`src/design/rgse_pkg.sv`:
```
// rgse_pkg: shared types, constants and the gray conversion function for the
// RGB-to-gray Sobel edge block. No dependencies.

package rgse_pkg;

    localparam int MAX_WIDTH_DEF  = 2048;
    localparam int MAX_HEIGHT_DEF = 4096;
    localparam int MIN_DIM        = 3;

    localparam int PIX_W      = 8;
    localparam int CFG_W_W    = 12;
    localparam int CFG_H_W    = 13;
    localparam int CFG_DATA_W = 13;
    localparam int CFG_IDX_W  = 1;
    localparam int OUT_ROW_W  = 12;
    localparam int OUT_COL_W  = 11;
    localparam int LINE_W     = 2 * PIX_W;   // {older row, previous row}

    localparam logic [CFG_W_W-1:0] WIDTH_RESET  = CFG_W_W'(640);
    localparam logic [CFG_H_W-1:0] HEIGHT_RESET = CFG_H_W'(480);

    localparam logic [CFG_IDX_W-1:0] REG_IMAGE_WIDTH  = 1'b0;
    localparam logic [CFG_IDX_W-1:0] REG_IMAGE_HEIGHT = 1'b1;

    // 16-bit fixed-point luma weights, summing to 65536
    localparam logic [15:0] W_RED   = 16'd19595;
    localparam logic [15:0] W_GREEN = 16'd38470;
    localparam logic [15:0] W_BLUE  = 16'd7471;

    localparam logic [PIX_W-1:0] EDGE_MAX = 8'd255;

    typedef struct packed {
        logic [PIX_W-1:0] red;
        logic [PIX_W-1:0] green;
        logic [PIX_W-1:0] blue;
    } in_word_t;

    typedef struct packed {
        logic [PIX_W-1:0]     edge_res;
        logic [OUT_ROW_W-1:0] out_row;
        logic [OUT_COL_W-1:0] out_col;
        logic                 frame_last;
    } out_word_t;

    // per-pixel control carried from the accept stage to the kernel stage
    typedef struct packed {
        logic emit;      // centre is inside the frame and gets a word
        logic interior;  // centre is not a border centre
        logic last;      // last word of the frame
    } pix_ctrl_t;

    function automatic logic [PIX_W-1:0] gray_of(input in_word_t px);
        logic [24:0] acc;
        acc = 25'(W_RED * px.red) + 25'(W_GREEN * px.green) + 25'(W_BLUE * px.blue);
        return acc[23:16];
    endfunction

endpackage

```
`src/design/rgse_kernel.sv`:
```
// rgse_kernel: two-column window registers and the 3x3 Sobel magnitude with saturation.
// The right column comes from the line memory and the new gray pixel. Uses rgse_pkg.

module rgse_kernel (
    input  logic                       aclk,
    input  logic                       shift_en,
    input  rgse_pkg::pix_ctrl_t        ctrl,
    input  logic [rgse_pkg::PIX_W-1:0] top,
    input  logic [rgse_pkg::PIX_W-1:0] mid,
    input  logic [rgse_pkg::PIX_W-1:0] bot,
    output logic [rgse_pkg::PIX_W-1:0] edge_val
);

    // columns: 0 = left, 1 = centre; rows: 0 top, 1 mid, 2 bottom
    logic [rgse_pkg::PIX_W-1:0] win_reg [2][3];

    logic signed [11:0] gx;
    logic signed [11:0] gy;
    logic        [11:0] ax;
    logic        [11:0] ay;
    logic        [12:0] mag;

    always_ff @(posedge aclk) begin
        if (shift_en) begin
            win_reg[0][0] <= win_reg[1][0];
            win_reg[0][1] <= win_reg[1][1];
            win_reg[0][2] <= win_reg[1][2];
            win_reg[1][0] <= top;
            win_reg[1][1] <= mid;
            win_reg[1][2] <= bot;
        end
    end

    always_comb begin
        gx = 12'(signed'({4'd0, top}) + 12'(signed'({4'd0, mid})) * 2 + signed'({4'd0, bot}))
           - 12'(signed'({4'd0, win_reg[0][0]}) + 12'(signed'({4'd0, win_reg[0][1]})) * 2
                 + signed'({4'd0, win_reg[0][2]}));
        gy = 12'(signed'({4'd0, win_reg[0][0]}) + 12'(signed'({4'd0, win_reg[1][0]})) * 2
                 + signed'({4'd0, top}))
           - 12'(signed'({4'd0, win_reg[0][2]}) + 12'(signed'({4'd0, win_reg[1][2]})) * 2
                 + signed'({4'd0, bot}));
        ax  = gx[11] ? 12'(-gx) : 12'(gx);
        ay  = gy[11] ? 12'(-gy) : 12'(gy);
        mag = {1'b0, ax} + {1'b0, ay};
        if (!ctrl.interior) begin
            edge_val = '0;
        end else if (mag > 13'(rgse_pkg::EDGE_MAX)) begin
            edge_val = rgse_pkg::EDGE_MAX;
        end else begin
            edge_val = mag[rgse_pkg::PIX_W-1:0];
        end
    end

endmodule

```
`config.mk`:
```
export PLATFORM = sky130hd
export DESIGN_NAME = rgse_kernel
export DESIGN_NICKNAME = d
export VERILOG_FILES = /design/src/design/rgse_pkg.sv /design/src/design/rgse_kernel.sv
export SDC_FILE = /design/constraint.sdc
export NUM_CORES = 1
export LEC_CHECK = 0
export ABC_AREA = 1
export BUFFER_PORTS_ARGS = -buffer_cell sky130_fd_sc_hd__buf_2
export CAP_MARGIN = 15
export CORE_MARGIN = 4
export CORE_UTILIZATION = 50
export DETAILED_ROUTE_END_ITERATION = 16
export PLACE_DENSITY = 0.81
export SKIP_LAST_GASP = 1
export SYNTH_ARGS = -nofsm -noshare
export SYNTH_HDL_FRONTEND = slang
export SYNTH_SLANG_ARGS = --single-unit
```
`constraint.sdc`:
```
create_clock -name aclk -period 6.7 [get_ports aclk]
set_input_delay 1.34 -clock aclk [delete_from_list [all_inputs] [get_ports aclk]]
set_output_delay 1.34 -clock aclk [all_outputs]
set_load 0.01 [all_outputs]
```
==> impl_results.md <==
- Run status: complete, but fails checks
- Failing checks: setup timing
- Worst Setup SP: top[0]
- Slowest stage cell on the critical path: fa_1
- H-tree levels: 2
- Port bufs: 34
- Wl on met1: around 4900 µm
- Nets: 863
- Reg2reg start: win_reg[1][17]
- Fin crit share: 108%
- Hold WC Path Type: register to register
- Vias in the first global route: 4442
- Skew-Pair Late Insertion Delay: 0.32 ns
- Worst Setup End Kind: output port
- CTS tree: built
- Post-Route Skew: 0.0102 ns
- Total Wirelength: 11800 µm
- Final Worst Setup Slack: -0.527 ns
- Antenna cells: 0
- Number of vias in the routed layout: 4203
- GPL Wtd Cong: 0.856
- Max FO, Critical Path: 8
- Vias/cell: 4.83
- Syn_area_per_cell: approximately 8.8 µm²
- Slew @ Worst Pin: roughly 1.0 ns
- Number of endpoints failing setup at the final stage: 8
- Initial Utilization: 51.4%
- Clock root buffer: clkbuf_8
- Slowest stage delay, CP: 0.54 ns
- Netlist cell types: 32
- Clk sink count: 48
- Min-delay src: win_reg[1][15]
- Top cell by count, worst path: nand2_2
- Post-synthesis compound-gate area fraction: 2.69%
- Worst setup SP type: input port
- Largest family of logic cells by synthesized area: adder cells
- Max_slew headroom: 31.1%
- Sequential cell area fraction in the yosys report: 27.2%
- RSZ-0062 raised after global routing: yes
- Post-DP HPWL: slightly below 9000 µm
- F_max: ~140 MHz
- Ranking of synthesized cells by area: edfxtp_1 27%, fa_1 24%, inv_1 12%
- Mapped cell area: 5310 µm²
- Grt ovf: 0
- Final Util: 67.6%
- Synth Area in Adders: 32.7%
- Clock Tree Buf Depth: 2
- Top Metal Used: met4
- CP Class: input port to output port
- Pin count of the biggest net entering global routing: 49
- Synth Area in Simple Gates: 21.5%
- Max reg flops: 48
- Hold-fix buffers, CTS: 0
- Num CTS Buffers: 5
- WP data arrival: 5.89 ns
- Wire length on met2: 6350 µm
- Final hold viol count: 0
- WL met3: 342 µm
- Pre-antenna DRT Iters: 5
- Critical Path RT: 5.36 ns
- Post-Synth XOR/XNOR Area: 3.56%
- Largest area contributor in the netlist: edfxtp_1
- Mux contribution to synthesized area: 0%
- Yosys Warn Count: 0
- GRT Total Usage: 19.5%
- Die height: 111 µm
- DRC viols: 0
- First-pass GRT wire length: 19800 µm
- # IOs: 37
- Site Rows: 37
- Wire length per cell: 13.6 µm
- Post-Syn Instances: 606
- Die Wd: 111 µm
- Synth top area share: a little over a quarter
- Die area: 12300 µm²
- #FFs+latches synth: 48
- Final Critical Period: 7.23 ns
- Area Overhead vs Synth: 31.5%
- Final ANT Viol Nets: 0
- Clk slew on worst S/H paths: 0.09 ns
- MaxCap Viol Count: 0
- Initial antenna violation count: 0
- Layout cell share with drive strength beyond 1: around 36%
- Max Slew Vio Count: 0
- Core ar.: 10300 µm²
- Drt initial violations: 243
[cells in the mapped netlist, drive strengths merged]
| cell type | number |
|---|---|
| inv | 169 |
| nand2 | 141 |
| fa | 63 |
| edfxtp | 48 |
| ha | 38 |
| nor2 | 38 |
| nand3 | 34 |
| nand4 | 18 |
| a21oi | 17 |
| xor2 | 10 |
| xnor2 | 9 |
| o21ai | 7 |
| nand3b | 4 |
| nor3 | 3 |
| buf | 2 |
| o21a | 2 |
| and2 | 1 |
| conb | 1 |
| or2 | 1 |
[worst paths after layout]
check,endpoint,slack (ns),cells past startpoint
setup / recovery,edge_val[0],-0.53,30
setup reg to reg,win_reg[0][17],5.99,0
hold / removal,win_reg[0][15],0.43,0
hold reg to reg,win_reg[0][15],0.43,0
[critical path, delay by kind of cell]
| family | cells | cell delay [ns] |
|---|---|---|
| adder cells (fa/ha/maj) | 6 | 2.29 |
| AND/OR/NAND/NOR | 17 | 1.64 |
| buffers and inverters | 6 | 0.40 |
| XOR/XNOR | 1 | 0.19 |
[layout make-up]
class	instances	area (µm²)
Clock buffer	5	68.8
Clock inverter	3	18.8
Fill cell	726	3350
Multi-Input combinational cell	388	3750
Tap cell	136	170
Inverter	169	644
Timing Repair Buffer	121	882
Sequential cell	48	1440
[logic make-up (layout without fill, tap and decap cells)]
group                      count (synthesis)  in the layout
xor gates and xnor gates                  19             19
and+or+nand+nor                          240            240
adders and majority gates                101            101
DFF                                       48             48
buffers and inverters                    171            298
other                                      1              2
AOI/OAI and AO/OA                         26             26
[metrics by stage]
stage | cell area, µm² | hold slack, ns | setup TNS, ns | setup WS (ns) | cells
global route | 6980 | 0.438 | -6.20 | -0.793 | 870
floorplan | 5430 | 0.400 | 0 | 0.00138 | 607
finish | 6980 | 0.427 | -4.06 | -0.527 | 870
CTS | 6730 | 0.427 | -3.42 | -0.440 | 866
global placement | 6260 | 0.401 | -4.37 | -0.567 | 843
detailed placement | 6260 | 0.406 | -5.52 | -0.720 | 843
[placed cells by master (no fill, tap or decap), types with 4 or more instances in the layout]
cell type | synthesis | routed
buf_2 | 1 | 29
buf_4 | 0 | 83
clkbuf_8 | 0 | 5
buf_6 | 1 | 7
nand2_1 | 126 | 98
nor2_1 | 27 | 17
edfxtp_1 | 48 | 48
nand3b_1 | 4 | 4
xor2_1 | 8 | 7
nand3_1 | 31 | 28
nand2_4 | 1 | 6
nor2_2 | 6 | 11
nor2_4 | 5 | 10
inv_2 | 1 | 14
nand2_2 | 13 | 36
xnor2_1 | 8 | 6
nand4_1 | 18 | 18
ha_1 | 38 | 18
fa_1 | 63 | 57
inv_1 | 167 | 153
ha_4 | 0 | 20
a21oi_2 | 2 | 10
fa_2 | 0 | 6
nand3_2 | 3 | 5
a21oi_1 | 15 | 7
[per-layer routing]
metal,global-route usage [%],up-vias
li1,-,2100
met1,24.3,2014
met2,35.7,68
met3,2.95,21
met4,4.87,0
met5,0,-
[repair_timing]
action | 4_1_cts | 5_1_grt
gates resized for setup | 58 | 50
endpoints found under the setup margin | 8 | 8
setup buffers | 15 | 4
pin swaps | 48 | 57
Power is left out: the tool's default activity adds up to more than one toggle a clock period on the data nets, which glitch-free logic cannot reach.
