==> config.mk <==
export PLATFORM = sky130hd
export DESIGN_NAME = rgse_ctrl
export DESIGN_NICKNAME = d
export VERILOG_FILES = /design/src/design/rgse_pkg.sv /design/src/design/rgse_top_unused_guard.sv
export SDC_FILE = /design/constraint.sdc
export NUM_CORES = 1
export LEC_CHECK = 0
export BUFFER_PORTS_ARGS = -buffer_cell sky130_fd_sc_hd__buf_2
export CAP_MARGIN = 20
export CORE_ASPECT_RATIO = 1.25
export CORE_MARGIN = 3
export CORE_UTILIZATION = 45
export CTS_CLUSTER_DIAMETER = 40
export DETAILED_ROUTE_END_ITERATION = 6
export PLACE_DENSITY_LB_ADDON = 0.05
export SYNTH_ARGS = -nofsm -noshare
export SYNTH_HDL_FRONTEND = slang
export SYNTH_SLANG_ARGS = --single-unit
==> constraint.sdc <==
create_clock -name aclk -period 5.06 [get_ports aclk]
set_clock_uncertainty 0.1 [all_clocks]
set_input_delay 0.253 -clock aclk [delete_from_list [all_inputs] [get_ports aclk]]
set_output_delay 0.253 -clock aclk [all_outputs]
set_load 0.005 [all_outputs]
==> src/design/rgse_pkg.sv <==
// rgse_pkg: shared types, constants and the gray conversion function for the
// RGB-to-gray Sobel edge block. No dependencies.

package rgse_pkg;

    localparam int MAX_WIDTH_DEF  = 2048;
    localparam int MAX_HEIGHT_DEF = 4096;
    localparam int MIN_DIM        = 3;

    localparam int PIX_W      = 8;
    localparam int CFG_W_W    = 12;
    localparam int CFG_H_W    = 13;
    localparam int CFG_DATA_W = 13;
    localparam int CFG_IDX_W  = 1;
    localparam int OUT_ROW_W  = 12;
    localparam int OUT_COL_W  = 11;
    localparam int LINE_W     = 2 * PIX_W;   // {older row, previous row}

    localparam logic [CFG_W_W-1:0] WIDTH_RESET  = CFG_W_W'(640);
    localparam logic [CFG_H_W-1:0] HEIGHT_RESET = CFG_H_W'(480);

    localparam logic [CFG_IDX_W-1:0] REG_IMAGE_WIDTH  = 1'b0;
    localparam logic [CFG_IDX_W-1:0] REG_IMAGE_HEIGHT = 1'b1;

    // 16-bit fixed-point luma weights, summing to 65536
    localparam logic [15:0] W_RED   = 16'd19595;
    localparam logic [15:0] W_GREEN = 16'd38470;
    localparam logic [15:0] W_BLUE  = 16'd7471;

    localparam logic [PIX_W-1:0] EDGE_MAX = 8'd255;

    typedef struct packed {
        logic [PIX_W-1:0] red;
        logic [PIX_W-1:0] green;
        logic [PIX_W-1:0] blue;
    } in_word_t;

    typedef struct packed {
        logic [PIX_W-1:0]     edge_res;
        logic [OUT_ROW_W-1:0] out_row;
        logic [OUT_COL_W-1:0] out_col;
        logic                 frame_last;
    } out_word_t;

    // per-pixel control carried from the accept stage to the kernel stage
    typedef struct packed {
        logic emit;      // centre is inside the frame and gets a word
        logic interior;  // centre is not a border centre
        logic last;      // last word of the frame
    } pix_ctrl_t;

    function automatic logic [PIX_W-1:0] gray_of(input in_word_t px);
        logic [24:0] acc;
        acc = 25'(W_RED * px.red) + 25'(W_GREEN * px.green) + 25'(W_BLUE * px.blue);
        return acc[23:16];
    endfunction

endpackage

==> src/design/rgse_top_unused_guard.sv <==
// rgse_ctrl: frame position counters with run-time clamping of the image size
// registers, and the per-pixel control flags. Uses rgse_pkg.

module rgse_ctrl #(
    parameter int MAX_WIDTH  = rgse_pkg::MAX_WIDTH_DEF,
    parameter int MAX_HEIGHT = rgse_pkg::MAX_HEIGHT_DEF,
    parameter int CW         = $clog2(MAX_WIDTH),
    parameter int RW         = $clog2(MAX_HEIGHT)
) (
    input  logic                         aclk,
    input  logic                         aresetn,
    input  logic                         advance,
    input  logic [rgse_pkg::CFG_W_W-1:0] image_width,
    input  logic [rgse_pkg::CFG_H_W-1:0] image_height,
    output logic [CW-1:0]                col,
    output logic [CW-1:0]                cent_col,
    output logic [RW-1:0]                cent_row,
    output rgse_pkg::pix_ctrl_t          ctrl
);

    logic [CW-1:0] col_reg, col_next;
    logic [RW-1:0] row_reg, row_next;
    logic [CW:0]   w_eff;
    logic [RW:0]   h_eff;
    logic [RW-1:0] row;
    logic [CW:0]   col_inc;
    logic [RW:0]   row_inc;

    always_comb begin
        if (image_width < rgse_pkg::CFG_W_W'(rgse_pkg::MIN_DIM)) begin
            w_eff = (CW+1)'(rgse_pkg::MIN_DIM);
        end else if (32'(image_width) > MAX_WIDTH) begin
            w_eff = (CW+1)'(MAX_WIDTH);
        end else begin
            w_eff = (CW+1)'(image_width);
        end
        if (image_height < rgse_pkg::CFG_H_W'(rgse_pkg::MIN_DIM)) begin
            h_eff = (RW+1)'(rgse_pkg::MIN_DIM);
        end else if (32'(image_height) > MAX_HEIGHT) begin
            h_eff = (RW+1)'(MAX_HEIGHT);
        end else begin
            h_eff = (RW+1)'(image_height);
        end

        // wrap early if the size registers shrank under the counters
        col = ({1'b0, col_reg} >= w_eff) ? '0 : col_reg;
        row = ({1'b0, row_reg} >= h_eff) ? '0 : row_reg;
        col_inc = {1'b0, col} + 1'b1;
        row_inc = {1'b0, row} + 1'b1;

        if (col_inc >= w_eff) begin
            col_next = '0;
            row_next = (row_inc >= h_eff) ? '0 : row_inc[RW-1:0];
        end else begin
            col_next = col_inc[CW-1:0];
            row_next = row;
        end

        cent_col      = col - 1'b1;
        cent_row      = row - 1'b1;
        ctrl.emit     = (row != '0) && (col != '0);
        ctrl.interior = (row > RW'(1)) && (col > CW'(1));
        ctrl.last     = (row_inc == h_eff) && (col_inc == w_eff);
    end

    always_ff @(posedge aclk) begin
        if (!aresetn) begin
            col_reg <= '0;
            row_reg <= '0;
        end else if (advance) begin
            col_reg <= col_next;
            row_reg <= row_next;
        end
    end

endmodule

==> out/metrics.cfg <==
[drt]
drc=0
wl_um=11200
wl_per_cell_um=16.7
drtAntennaViolNets=0
first_iter_violations=200
via_count=3807
vias_per_cell=5.71
firstDrtPassIters=4

[global_route]
grt_use_met3_pct=1.53
gr-usage-all-layers_pct=26.5
grt.overflow.total=0
antenna_found_initial=0
globalRouteMet1Util_pct=29.3
busiest_layer=met2
first_global_vias=3551
grt_util_met2_pct=51.3
grt_pass1_wl_um=17000
grt_max_degree=29

[worst_setup_path]
worst-path-stages=25
slowest_stage=or4_4
start_kind=primary input
cp.arrival_ps=5450
r2r_start=row_reg[0]
rrSetupSlack_ps=560
reg2reg_depth=22
critPathKind=primary input to flop
end_kind=flop
crit_end=row_reg[9]
crit_fanout=6
critical_path_buf_inv_count=2
startpoint=image_height[6]
crit_path_max_incr_delay_ps=560
cp.required_ps=5150
critPathTopFamily=simple AND/OR/NAND/NOR gates
rr_endpoint=row_reg[9]

[yosys]
synth_seq_cells=23
ys.flop_type=dfxtp_1
syn_area_per_cell_um2=7.13
synth_area_leaders=ha_1, dfxtp_1, nand2_1
yosysTopAreaCellShare_pct=21.0
yosysWarnings=0
ys_top_cells_by_count=nand2_1, ha_1, nor2_1
netlist_area_mm2=0.00321
synth_edf_count=0
synth_cell_types=53
yosysSeqAreaShare_pct=14.3
synth.most_common_cell=nand2_1
async_flop_share_pct=0
syn_inst=450
yosysTopAreaCell=ha_1
synth_nets=532

[timing]
setup_viol=13
finalWorstPathRequiredPeriod_ps=5360
fmax_ghz=0.187
worstMarginPinSlew_ps=922
final_max_slew_viol_count=0
finalWorstSetupSlack_ps=-297
hold_viol_final=0
slew-limit-headroom_pct=38.0
fin_crit_sh_pct=106
rsz0062_at_grt=yes

[run_status]
violations=setup timing
status=complete, but fails checks

[clock_network]
cts_max_path_buffers=2
path_clk_slew_ps=100
clock_sinks=23
worstSkewPairLatency_ps=280
h-tree-depth=1
cts_buffers=3
cts_tree=yes
cts_root_buf=clkbuf_8

[placement]
dp.cells=649
port_buffers=64
hpwl_um=8750
gp_congestion=0.907
postPlaceCellArea_mm2=0.00416
pre_cts_ws_ps=-558

[floorplan]
die_w_um=81.6
start_util_pct=47.7
die_h_um=100
fp-row-count=33
fp.coreArea_mm2=0.00673
io_pins=65
die-area_mm2=0.00819

[layout]
area_growth_syn_to_layout_pct=45.6
drive_gt1_share_pct=37.4
utilization_pct=69.5
n_antenna_cell=0
largest_reg_flops=12
regArea_um2=460
multiInputGateArea_mm2=0.00297
stdcell_count=667
fill_cells=586
fin_area_mm2=0.00467
nNetsFinal=663

[pwr]
power_density_mw_per_mm2=113
p_leak_nw=2.11
max-vdd-ir-drop_uv=118

[worst_hold_path]
worstHoldPathType=primary input to flop

[flow_run]
cap_violations=0

cells in the final DEF, fill, tap and decap left out, types with 3 or more instances in the layout:
master	n
a211oi_1	3
a21oi_1	14
a21oi_2	3
and2_1	9
and3_1	5
buf_2	61
buf_4	82
buf_6	6
clkbuf_8	3
dfxtp_1	23
ha_1	48
ha_4	6
inv_1	21
inv_2	4
nand2_1	53
nand2_2	4
nand2_4	6
nand3_1	18
nand3_4	3
nand3b_1	3
nand4_1	8
nor2_1	46
nor2b_1	5
nor3_1	7
nor3_2	3
nor4_1	5
o211ai_1	5
o21ai_0	15
o21ai_1	4
o22ai_1	4
o31ai_1	4
o32ai_1	9
o32ai_2	7
or3_1	4
xnor2_1	21
xnor2_2	3
xor2_1	6
through the flow:
step / hold slack, ps / setup TNS (ps) / power, mW
detailed placement: 475 / -9330 / 0.377
global route: 375 / -7490 / 0.555
global placement: 479 / -8500 / 0.374
CTS: 316 / -2780 / 0.504
floorplan: 339 / -1050 / 0.288
finish: 322 / -3270 / 0.527
logic make-up (layout without fill, tap and decap cells):
kind of cell	Yosys count	count (layout)	share of synthesized area (%)
AO/OA/AOI/OAI	90	91	19.4
multiplexers	1	1	0.312
buffers and inverters	50	179	6.27
adder cells (fa/ha/maj)	55	55	21.4
AND/OR/NAND/NOR	201	201	30.2
flip-flops	23	23	14.3
XOR/XNOR	30	30	8.18
where the power goes:
| group | total, mW | internal [mW] | switching (mW) |
|---|---|---|---|
| combinational | 0.216 | 0.101 | 0.115 |
| sequential | 0.184 | 0.183 | 0.00116 |
| clock | 0.127 | 0.0559 | 0.0714 |
final cells by class:
cell class                 count  area share [%]
clock inverter                 1           0.161
inverter                      26            2.09
clock buffer                   3           0.883
multi-input combinational    378            63.5
timing repair buffer         149            21.1
sequential                    23            9.85
tap                           87            2.33
routing by layer:
layer  wire, µm  up-vias  part of all wire (%)
li1           -     1887                     -
met1       4260     1788                    38
met2       6180      103                    55
met3        333       29                   3.0
met4        387        0                   3.5
met5          0        -                     0
tightest hold or removal path, delay by kind of cell:
kind | cells | cell delay (ps)
AND/OR/NAND/NOR | 1 | 110
AO/OA/AOI/OAI | 1 | 80
buffers and inverters | 1 | 220
worst min path at each step:
stage	start	to	slack [ps]	cells past startpoint
floorplan	advance	col_reg[1]	340	2
global placement	row_reg[5]	row_reg[5]	480	2
detailed placement	row_reg[5]	row_reg[5]	480	2
CTS	advance	col_reg[1]	320	3
global route	advance	col_reg[1]	370	3
finish	advance	col_reg[1]	320	3
repair_timing:
| item | 4_1_cts | 5_1_grt |
|---|---|---|
| pin swaps | 8 | 22 |
| gates resized for setup | 15 | 53 |
| endpoints found under the setup margin | 20 | 23 |
| cloned | 0 | 1 |
| hold buffers | 0 | 0 |
| setup buffers | 2 | 12 |
(Power assumes the default switching activity.)
